<file path="config.mk">
export PLATFORM = sky130hd
export DESIGN_NAME = phase_success_ranker_unit
export DESIGN_NICKNAME = d
export VERILOG_FILES = /design/src/psr_pkg.sv /design/src/phase_success_ranker_unit.sv /design/src/psr_cell.sv /design/src/psr_ctrl.sv
export SDC_FILE = /design/constraint.sdc
export NUM_CORES = 2
export LEC_CHECK = 0
export ABC_CLOCK_PERIOD_IN_PS = 4250
export BUFFER_PORTS_ARGS = -buffer_cell sky130_fd_sc_hd__buf_2
export CORE_MARGIN = 3
export CORE_UTILIZATION = 60
export CTS_CLUSTER_SIZE = 16
export DETAILED_ROUTE_END_ITERATION = 10
export PLACE_DENSITY_LB_ADDON = 0.2
export REMOVE_ABC_BUFFERS = 1
export SYNTH_ARGS = -nofsm -noshare
export SYNTH_HDL_FRONTEND = slang
export SYNTH_SLANG_ARGS = --single-unit
</file>
<file path="constraint.sdc">
create_clock -name clk_i -period 4.25 [get_ports clk_i]
set_clock_uncertainty 0.2 [all_clocks]
set_input_delay 0.85 -clock clk_i [delete_from_list [all_inputs] [get_ports clk_i]]
set_output_delay 0.85 -clock clk_i [all_outputs]
set_load 0.02 [all_outputs]
</file>
<file path="src/psr_pkg.sv">
// Shared types, constants and helpers of the phase success ranker.
// No dependencies; imported by every module of the block.
`default_nettype none

package psr_pkg;

  localparam int PHASE_COUNT = 16;
  localparam int COUNT_BITS  = 31;
  localparam int IDX_BITS    = $clog2(PHASE_COUNT);

  typedef logic [IDX_BITS-1:0]   phase_idx_t;
  typedef logic [COUNT_BITS-1:0] count_t;
  typedef logic [COUNT_BITS:0]   count_ext_t;

  typedef enum logic [1:0] {
    OP_SUBMIT  = 2'd0,
    OP_REORDER = 2'd1,
    OP_QUERY   = 2'd2,
    OP_CLEAR   = 2'd3
  } op_e;

  // Phase characters in phase number order: "897A6B5C4D3E2F10".
  localparam logic [7:0] PHASE_CHARS [16] = '{
    8'h38, 8'h39, 8'h37, 8'h41, 8'h36, 8'h42, 8'h35, 8'h43,
    8'h34, 8'h44, 8'h33, 8'h45, 8'h32, 8'h46, 8'h31, 8'h30
  };

  // One ranked slot: the phase and its success counter.
  typedef struct packed {
    phase_idx_t phase;
    count_t     count;
  } slot_t;

  // Control broadcast from the sequencer to every cell.
  typedef struct packed {
    logic       clear;
    logic       submit;
    phase_idx_t hit_phase;
    logic [7:0] sectors;
    logic       sort;
    logic       parity;
  } cell_ctrl_t;

  typedef struct packed {
    logic       hit;
    phase_idx_t idx;
  } phase_match_t;

  // Map a phase character to its phase number.
  function automatic phase_match_t match_phase(input logic [7:0] code);
    phase_match_t m;
    m.hit = 1'b0;
    m.idx = '0;
    for (int p = PHASE_COUNT - 1; p >= 0; p--) begin
      if (PHASE_CHARS[p] == code) begin
        m.hit = 1'b1;
        m.idx = phase_idx_t'(p);
      end
    end
    return m;
  endfunction

  // True when slot a ranks ahead of slot b: higher count, then lower phase.
  function automatic logic slot_beats(input slot_t a, input slot_t b);
    return (a.count > b.count) || ((a.count == b.count) && (a.phase < b.phase));
  endfunction

endpackage

`default_nettype wire

</file>
<file path="src/phase_success_ranker_unit.sv">
// Phase success ranker: a row of rank cells and a sequencer.
// Uses psr_pkg, psr_ctrl and psr_cell.
//
// Usage:
//   Input channel (in_valid_i/in_ready_o) carries op_i, phase_code_i,
//   sectors_i and rank_i. Submit adds sectors to the counter of the phase
//   named by phase_code_i (saturating); an unknown character does nothing.
//   Reorder sorts the rank cells by counter, highest first, lower phase
//   number on ties. Query answers the phase character at rank_i (rank 0
//   when rank_i is out of range). Clear restores zero counters and the
//   identity order.
//   A query result shows on out_valid_o the cycle after acceptance and is
//   held until out_ready_i takes it; while it waits, in_ready_o stays low,
//   so no transaction of any kind is taken until the pending result leaves.
//   A reorder runs PHASE_COUNT odd-even compare-exchange passes through
//   the cell row, one per cycle, and in_ready_o stays low while they run.
//   Reset (rst_ni low) clears counters, restores the identity order and
//   drops out_valid_o.
`default_nettype none

module phase_success_ranker_unit import psr_pkg::*; (
  input  wire        clk_i,
  input  wire        rst_ni,
  input  wire        in_valid_i,
  output logic       in_ready_o,
  input  wire [1:0]  op_i,
  input  wire [7:0]  phase_code_i,
  input  wire [7:0]  sectors_i,
  input  wire [7:0]  rank_i,
  output logic       out_valid_o,
  input  wire        out_ready_i,
  output logic [7:0] phase_out_o
);

  cell_ctrl_t ctrl;
  slot_t      slot_w  [PHASE_COUNT];
  logic       beats_w [PHASE_COUNT];
  phase_idx_t rank_sel;
  logic [7:0] query_char;

  // Pick the ranked slot for a query
  assign rank_sel   = (rank_i >= 8'(PHASE_COUNT)) ? '0 : rank_i[IDX_BITS-1:0];
  assign query_char = PHASE_CHARS[slot_w[rank_sel].phase];

  psr_ctrl u_ctrl (
    .clk_i        (clk_i),
    .rst_ni       (rst_ni),
    .in_valid_i   (in_valid_i),
    .in_ready_o   (in_ready_o),
    .op_i         (op_i),
    .phase_code_i (phase_code_i),
    .sectors_i    (sectors_i),
    .query_char_i (query_char),
    .out_valid_o  (out_valid_o),
    .out_ready_i  (out_ready_i),
    .phase_out_o  (phase_out_o),
    .ctrl_o       (ctrl)
  );

  // Row of rank cells, each linked to its neighbors
  for (genvar g = 0; g < PHASE_COUNT; g++) begin : g_cell
    slot_t left_s;
    slot_t right_s;
    logic  right_beats;

    if (g == 0) begin : g_first
      assign left_s = slot_w[g];
    end else begin : g_mid_l
      assign left_s = slot_w[g-1];
    end

    if (g == PHASE_COUNT - 1) begin : g_last
      assign right_s     = slot_w[g];
      assign right_beats = 1'b0;
    end else begin : g_mid_r
      assign right_s     = slot_w[g+1];
      assign right_beats = beats_w[g+1];
    end

    psr_cell u_cell (
      .clk_i         (clk_i),
      .rst_ni        (rst_ni),
      .ctrl_i        (ctrl),
      .idx_i         (phase_idx_t'(g)),
      .has_left_i    ((g != 0) ? 1'b1 : 1'b0),
      .has_right_i   ((g != PHASE_COUNT - 1) ? 1'b1 : 1'b0),
      .left_i        (left_s),
      .right_i       (right_s),
      .right_beats_i (right_beats),
      .beats_left_o  (beats_w[g]),
      .slot_o        (slot_w[g])
    );
  end

endmodule

`default_nettype wire

</file>
<file path="src/psr_cell.sv">
// One rank slot of the ranking chain: holds a phase and its counter,
// adds on submit and swaps with a neighbor during sort passes. Uses psr_pkg.
`default_nettype none

module psr_cell import psr_pkg::*; (
  input  wire        clk_i,
  input  wire        rst_ni,
  input  cell_ctrl_t ctrl_i,
  input  phase_idx_t idx_i,
  input  wire        has_left_i,
  input  wire        has_right_i,
  input  slot_t      left_i,
  input  slot_t      right_i,
  input  wire        right_beats_i,
  output logic       beats_left_o,
  output slot_t      slot_o
);

  slot_t      slot_q, slot_d;
  count_ext_t sum;
  logic       pair_right, pair_left;

  // Compare against the left neighbor; the left cell uses this too
  assign beats_left_o = slot_beats(slot_q, left_i);

  // Even pairs on even passes, odd pairs on odd passes
  assign pair_right = has_right_i && (idx_i[0] == ctrl_i.parity);
  assign pair_left  = has_left_i && (idx_i[0] != ctrl_i.parity);

  assign sum = count_ext_t'(slot_q.count) + count_ext_t'(ctrl_i.sectors);

  // Select next slot content
  always_comb begin
    slot_d = slot_q;
    if (ctrl_i.clear) begin
      slot_d.phase = idx_i;
      slot_d.count = '0;
    end else if (ctrl_i.sort) begin
      if (pair_right && right_beats_i) begin
        slot_d = right_i;
      end else if (pair_left && beats_left_o) begin
        slot_d = left_i;
      end
    end else if (ctrl_i.submit && (slot_q.phase == ctrl_i.hit_phase)) begin
      slot_d.count = sum[COUNT_BITS] ? '1 : sum[COUNT_BITS-1:0];
    end
  end

  always_ff @(posedge clk_i or negedge rst_ni) begin
    if (!rst_ni) begin
      slot_q.phase <= idx_i;
      slot_q.count <= '0;
    end else begin
      slot_q <= slot_d;
    end
  end

  assign slot_o = slot_q;

endmodule

`default_nettype wire

</file>
<file path="src/psr_ctrl.sv">
// Sequencer of the phase success ranker: input handshake, sort pass
// counter, cell control and the output register. Uses psr_pkg.
`default_nettype none

module psr_ctrl import psr_pkg::*; (
  input  wire        clk_i,
  input  wire        rst_ni,
  input  wire        in_valid_i,
  output logic       in_ready_o,
  input  wire [1:0]  op_i,
  input  wire [7:0]  phase_code_i,
  input  wire [7:0]  sectors_i,
  input  wire [7:0]  query_char_i,
  output logic       out_valid_o,
  input  wire        out_ready_i,
  output logic [7:0] phase_out_o,
  output cell_ctrl_t ctrl_o
);

  typedef enum logic [1:0] {
    ST_IDLE = 2'b01,
    ST_SORT = 2'b10
  } state_e;

  localparam phase_idx_t LastPass = phase_idx_t'(PHASE_COUNT - 1);

  state_e       state_q, state_d;
  phase_idx_t   pass_q, pass_d;
  logic         out_valid_q, out_valid_d;
  logic [7:0]   out_data_q, out_data_d;
  logic         accept;
  op_e          op;
  phase_match_t match;

  assign op     = op_e'(op_i);
  assign match  = match_phase(phase_code_i);
  assign accept = in_valid_i && in_ready_o;

  // Take a transaction when not sorting and the output slot is free or leaving
  assign in_ready_o = (state_q == ST_IDLE) && (!out_valid_q || out_ready_i);

  // Sequence sort passes
  always_comb begin
    state_d = state_q;
    pass_d  = pass_q;
    unique case (state_q)
      ST_IDLE: begin
        if (accept && (op == OP_REORDER)) begin
          state_d = ST_SORT;
          pass_d  = '0;
        end
      end
      ST_SORT: begin
        pass_d = pass_q + phase_idx_t'(1);
        if (pass_q == LastPass) begin
          state_d = ST_IDLE;
        end
      end
      default: begin
        state_d = ST_IDLE;
      end
    endcase
  end

  // Drive cell control
  always_comb begin
    ctrl_o.clear     = accept && (op == OP_CLEAR);
    ctrl_o.submit    = accept && (op == OP_SUBMIT) && match.hit;
    ctrl_o.hit_phase = match.idx;
    ctrl_o.sectors   = sectors_i;
    ctrl_o.sort      = (state_q == ST_SORT);
    ctrl_o.parity    = pass_q[0];
  end

  // Hold the query answer until taken
  always_comb begin
    out_valid_d = out_valid_q;
    out_data_d  = out_data_q;
    if (out_valid_q && out_ready_i) begin
      out_valid_d = 1'b0;
    end
    if (accept && (op == OP_QUERY)) begin
      out_valid_d = 1'b1;
      out_data_d  = query_char_i;
    end
  end

  always_ff @(posedge clk_i or negedge rst_ni) begin
    if (!rst_ni) begin
      state_q     <= ST_IDLE;
      pass_q      <= '0;
      out_valid_q <= 1'b0;
    end else begin
      state_q     <= state_d;
      pass_q      <= pass_d;
      out_valid_q <= out_valid_d;
    end
  end

  always_ff @(posedge clk_i) begin
    out_data_q <= out_data_d;
  end

  assign out_valid_o = out_valid_q;
  assign phase_out_o = out_data_q;

endmodule

`default_nettype wire

</file>
# Word level (Yosys, flattened, before mapping)
# Memories as Yosys holds them, arrays and structs flattened. A register that Yosys moved wholly into a read port is not among the register bits.
# Cells that the tools add are included.
# totals
word_cells	437
memories	1
ff_bits	567
mem_bits_ro	128
# memory_table
memory	words	word_bits	rd	rd_clocked_by_memory_dff	write_ports	line_no	text
(no name shown)	16	8	1	1	0	phase_success_ranker_unit.sv:43	assign query_char = PHASE_CHARS[slot_w[rank_sel].phase];
# classes
n_mux	137
bitwise_logic	3
n_lt_le_gt_ge	32
reduce_logical	141
addsub	17
n_eq_ne	71
# ops
cell	count
2-to-1 mux 35 bit	48
2-to-1 mux 31 bit	48
adder 31 x 8 -> 32 bit	16
equality test 31 bit	15
> comparator 31 bit	15
binary-select mux 35 bit (select 4 bit)	1
nonzero test 3 bit	30
equality test 6 x 8 -> 1 bit (first input constant)	10
2-to-1 mux 5 bit	16
2-to-1 mux 4 bit	18
AND reduction 2 bit	34
equality test 4 bit	16
< comparator 4 bit	15
inequality test 4 x 1 -> 1 bit (second input constant)	14
logical AND 1 bit	54
equality test 7 x 8 -> 1 bit (first input constant)	6
logical OR 1 bit	16
NOT 4 -> 5 bit	2
nonzero test 2 bit	5
greater-or-equal comparator 8 x 5 -> 1 bit (second input constant)	1
case mux 4 bit (2 select lines)	1
equality test 2 bit (second input constant)	3
inequality test 3 x 1 -> 1 bit (second input constant)	2
greater-or-equal comparator 5 bit (second input constant)	1
11 further kinds	14

# Logic depth before layout (Yosys ltp)
# depth
depth_word	22
depth_mapped	15

# Worst setup path after synthesis
# OpenSTA, ideal clock, no wires.
# synth_path
kind	input-to-reg
from	input port sectors_i[1]
to	register g_cell[2].u_cell.slot_q (netlist bit g_cell[2].u_cell.slot_o[24])
n_path_buf	0
setup_slack_ns	0.175
path_stages	11
setup_time_ns	0.130
t_arrival_ns	3.744
path_cell_list	inv_1 > fa_1 > nor2b_1 > o21a_1 > o21ai_0 > a2111oi_2 > and2_0 > nor2b_1 > o41ai_1 > a211oi_1 > a211oi_1
# synth_via
elab_chain_cells	5
# synth_rtl
item	line_no	text
from (decl)	phase_success_ranker_unit.sv:28	input wire [7:0] sectors_i,
adder 31 x 8 -> 32 bit	psr_cell.sv:30	assign sum = count_ext_t'(slot_q.count) + count_ext_t'(ctrl_i.sectors);
2-to-1 mux 31 bit	psr_cell.sv:45	slot_d.count = sum[COUNT_BITS] ? '1 : sum[COUNT_BITS-1:0];
2-to-1 mux 31 bit	psr_cell.sv:44	end else if (ctrl_i.submit && (slot_q.phase == ctrl_i.hit_phase)) begin
2-to-1 mux 31 bit	psr_cell.sv:38	end else if (ctrl_i.sort) begin
2-to-1 mux 35 bit	psr_cell.sv:35	if (ctrl_i.clear) begin
to (signal assigned)	psr_cell.sv:54	slot_q <= slot_d;
to (decl)	psr_cell.sv:19	slot_t slot_q, slot_d;
# No other way between the ends. The select of a mux whose other input is x is not followed.
# A chain may end at the register's enable or synchronous reset.

# Worst setup path after layout
# layout_path
from	register g_cell[6].u_cell.slot_q (netlist bit g_cell[6].u_cell.slot_o[29])
to	register g_cell[6].u_cell.slot_q (netlist bit g_cell[6].u_cell.slot_o[30])
# layout_via
elab_chain_cells	7
# layout_rtl
item	line_no
from (decl)	psr_cell.sv:19
from (signal assigned)	psr_cell.sv:54
parallel branches: the longest is 7 deep, another holds adder 31 x 8 -> 32 bit	n/a
# Parallel ways; which one is timed is not known. The select of a mux whose other input is x is not followed.

==> results.yml <==
clock_network:
  ctsResizeCount: 0
  cts_tree: "built"
  cts-root-buf: "clkbuf_16"
  cts.sinks: 573
  htreeDepth: 3
  cts_max_path_buffers: 3
  hold_buffers: 0
  postCtsSetupBuffers: 0
  path_clk_slew_ps: 60
  cts_buffers: 77
  clkLatencyLatePin_ps: 680
floorplanning:
  die_h_um: 320
  initial_core_util_pct: 60.9
  io_pins: 40
  die-area_um2: 102000
  core_region_area_um2: 97100
  fp.dieW_um: 320
  rows: 114
grt:
  grt_pass1_wl_um: 351000
  grtUsageTotal_pct: 43.1
  grt_max_degree: 133
  grt_pass1_vias: 60999
  overflow: 0
  antenna_found_initial: 8
timing:
  period_needed_ps: 4040
  rsz0062_at_grt: "no"
  tns_ps: 0
  fmax_ghz: 0.247
  fin_crit_sh_pct: 95.2
  tightest_slew_ps: 1100
  hold_violations: 0
  setup-violations-final: 0
  slew_viol_final: 0
  relSlewSlack_pct: 26.6
worst_setup_path:
  path_max_fanout: 36
  path_cells: "inv_1 -> ha_1 -> nand3_1 -> or3_1 -> nor4_4 -> o311ai_1 -> and3_1 -> nor3_4 -> buf_12 -> nor2_1 -> or3b_1 -> o22a_1"
  crit_slowest_cell: "dfrtp_1"
  crit_path_start_kind: "flop"
  crit_type: "reg -> reg"
  crit_required_ps: 4600
  cpPeakStageDelay_ps: 600
  critPathArrivalTime_ps: 4400
  end_kind: "flop"
synth:
  yosys_warnings: 0
  synth_cells: 7632
  synth-seq-cells: 573
  synth_top_area_share_pct: 22.6
  synthDistinctLibCells: 122
  ys_async_sr_fraction_pct: 99.0
  syn_area_per_cell_um2: 7.75
  seq_area_frac_synth_pct: 24.4
  synth_area_leader_cell: "dfrtp_1"
  syn-cell-area_um2: 59100
  synth_top_flop_cell: "dfrtp_1"
  synth_area_leaders: "dfrtp_1 (23%), ha_1 (14%), a21oi_1 (7.3%)"
  synth_enable_flop_cells: 6
outcome:
  status: "completed"
route:
  vias: 63667
  drt_pass1_iterations: 7
  viasPerCell: 6.96
  drt_iter0_drc: 6983
  routed_wl_um: 228000
  postRouteAntennaNets: 0
  drt-wirelength-per-cell_um: 24.9
  drcViolationCount: 0
placement:
  port_buffers: 38
  gp_congestion: 0.998
  place.detailed.hpwl_um: 170000
  placed_area_um2: 63300
pwr:
  power.net_switching_mw: 15.3
  p_per_area_nw_per_um2: 503
  p_int_mw: 17.8
  seq_power_share_pct: 26.5
  ir_drop_v: 0.000311
  leakagePower_nw: 27.6
  p_clk_share_pct: 20.0
  switching_share_pct: 46.3
  combPwrFrac_pct: 53.5
layout:
  n_fill_cell: 8354
  drive_gt1_share_pct: 10.5
  final_nets: 8487
  area_delta_synth_final_pct: 11.3
  final_area_um2: 65800
  final_cell_mix: "a21oi_1 (860), nand2_1 (723), ha_1 (639)"
  final_common_cell: "a21oi_1"
hold_path:
  hp-class: "in -> async"
flow_run:
  drv_cap: 0
## metal layers
layer,vias up,GRT usage (%),share of wire (%)
li1,28705,-,-
met1,30056,53.7,38
met2,3897,68.1,44
met3,1007,9.28,10
met4,2,27.3,7.5
met5,-,0,0.0057
## final cells by class
cell class	count	area [µm²]	share of cell area [%]
Inverter	595	2230	3.40
Multi-Input combinational cell	6073	40800	62.1
Timing Repair Buffer	482	4250	6.46
Tap cell	1276	1600	2.43
Sequential cell	573	14400	21.9
Antenna cell	7	17.5	0.0266
Clock buffer	123	2300	3.50
Clock inverter	14	139	0.211
## power by group through the flow
stage               combinational, mW  clock, mW  sequential [mW]
floorplan                        12.1          0             8.12
global placement                 16.6          0             8.74
detailed placement               17.1          0             8.76
CTS                              17.3       6.66             8.68
global route                     19.6       6.87             8.88
finish                           17.7       6.64             8.76
## sequential cells by signal, summed over array words and instances, names as in the netlist
signal / count
u_ctrl.phase_out_o: 6
u_ctrl.pass_q: 4
u_ctrl.state_q: 2
u_ctrl.out_valid_o: 1
g_cell.u_cell.slot_o: 560
## critical path, delay by kind of cell, from the launching register on
kind	cells	cell delay, ps
compound gates	2	330
simple gates	7	1970
fa+ha+maj	1	330
flops	1	600
buf+inv	2	440
## through the flow
stage / utilization (%) / hold WS, ps / power (mW) / worst slack [ps] / instances
3_3_place_gp: 65.2 / 285 / 25.3 / 131 / 8998
2_1_floorplan: - / 265 / 20.2 / -29370 / 7240
3_5_place_dp: 65.2 / 293 / 25.9 / 104 / 8998
4_1_cts: 67.7 / 46.7 / 32.6 / 302 / 9135
5_1_grt: 67.7 / 64.7 / 35.4 / 20.2 / 9137
6_report: 67.7 / 32.4 / 33.1 / 205 / 9143
## Yosys cell counts (39+ instances only)
master	n
xor2_1	52
nand3_1	246
nand2_1	724
o22a_1	58
xnor2_1	101
nor2_1	507
nor2b_1	39
nand2b_1	61
o21a_1	44
clkbuf_1	236
o21ai_0	566
dfrtp_1	534
a31oi_1	231
a21oi_1	860
buf_2	100
and3_1	76
ha_1	639
a211oi_1	178
nor4_1	58
nor3_1	263
inv_1	593
nand4_1	144
a21o_1	84
o211ai_1	58
mux2i_1	247
o31ai_1	82
mux2_2	62
## kinds of logic (layout without fill, tap and decap cells)
kind of cell | count (synthesis) | after routing | synth area share [%]
other | 1 | 8 | 0.00634
muxes | 313 | 313 | 5.52
xor gates and xnor gates | 155 | 155 | 2.32
DFF | 573 | 573 | 24.4
buffers and inverters | 987 | 1214 | 6.83
adders and majority gates | 655 | 655 | 14.1
and+or+nand+nor | 2309 | 2310 | 18.6
AOI/OAI and AO/OA | 2639 | 2639 | 28.3
## final timing paths
kind | depth (start not counted) | to | slack, ps | from
worst max-delay path | 12 | g_cell[6].u_cell.slot_o[30] | 210 | g_cell[6].u_cell.slot_o[29]
worst min-delay path | 1 | g_cell[1].u_cell.slot_o[25] | 30 | rst_ni
worst max register to register | 12 | g_cell[6].u_cell.slot_o[30] | 210 | g_cell[6].u_cell.slot_o[29]
worst min register to register | 2 | g_cell[8].u_cell.slot_o[32] | 300 | g_cell[8].u_cell.slot_o[32]
max in group asynchronous | 2 | g_cell[8].u_cell.slot_o[29] | 2680 | rst_ni
min in group clk_i | 2 | g_cell[8].u_cell.slot_o[32] | 300 | g_cell[8].u_cell.slot_o[32]
(Power assumes the default switching activity.)
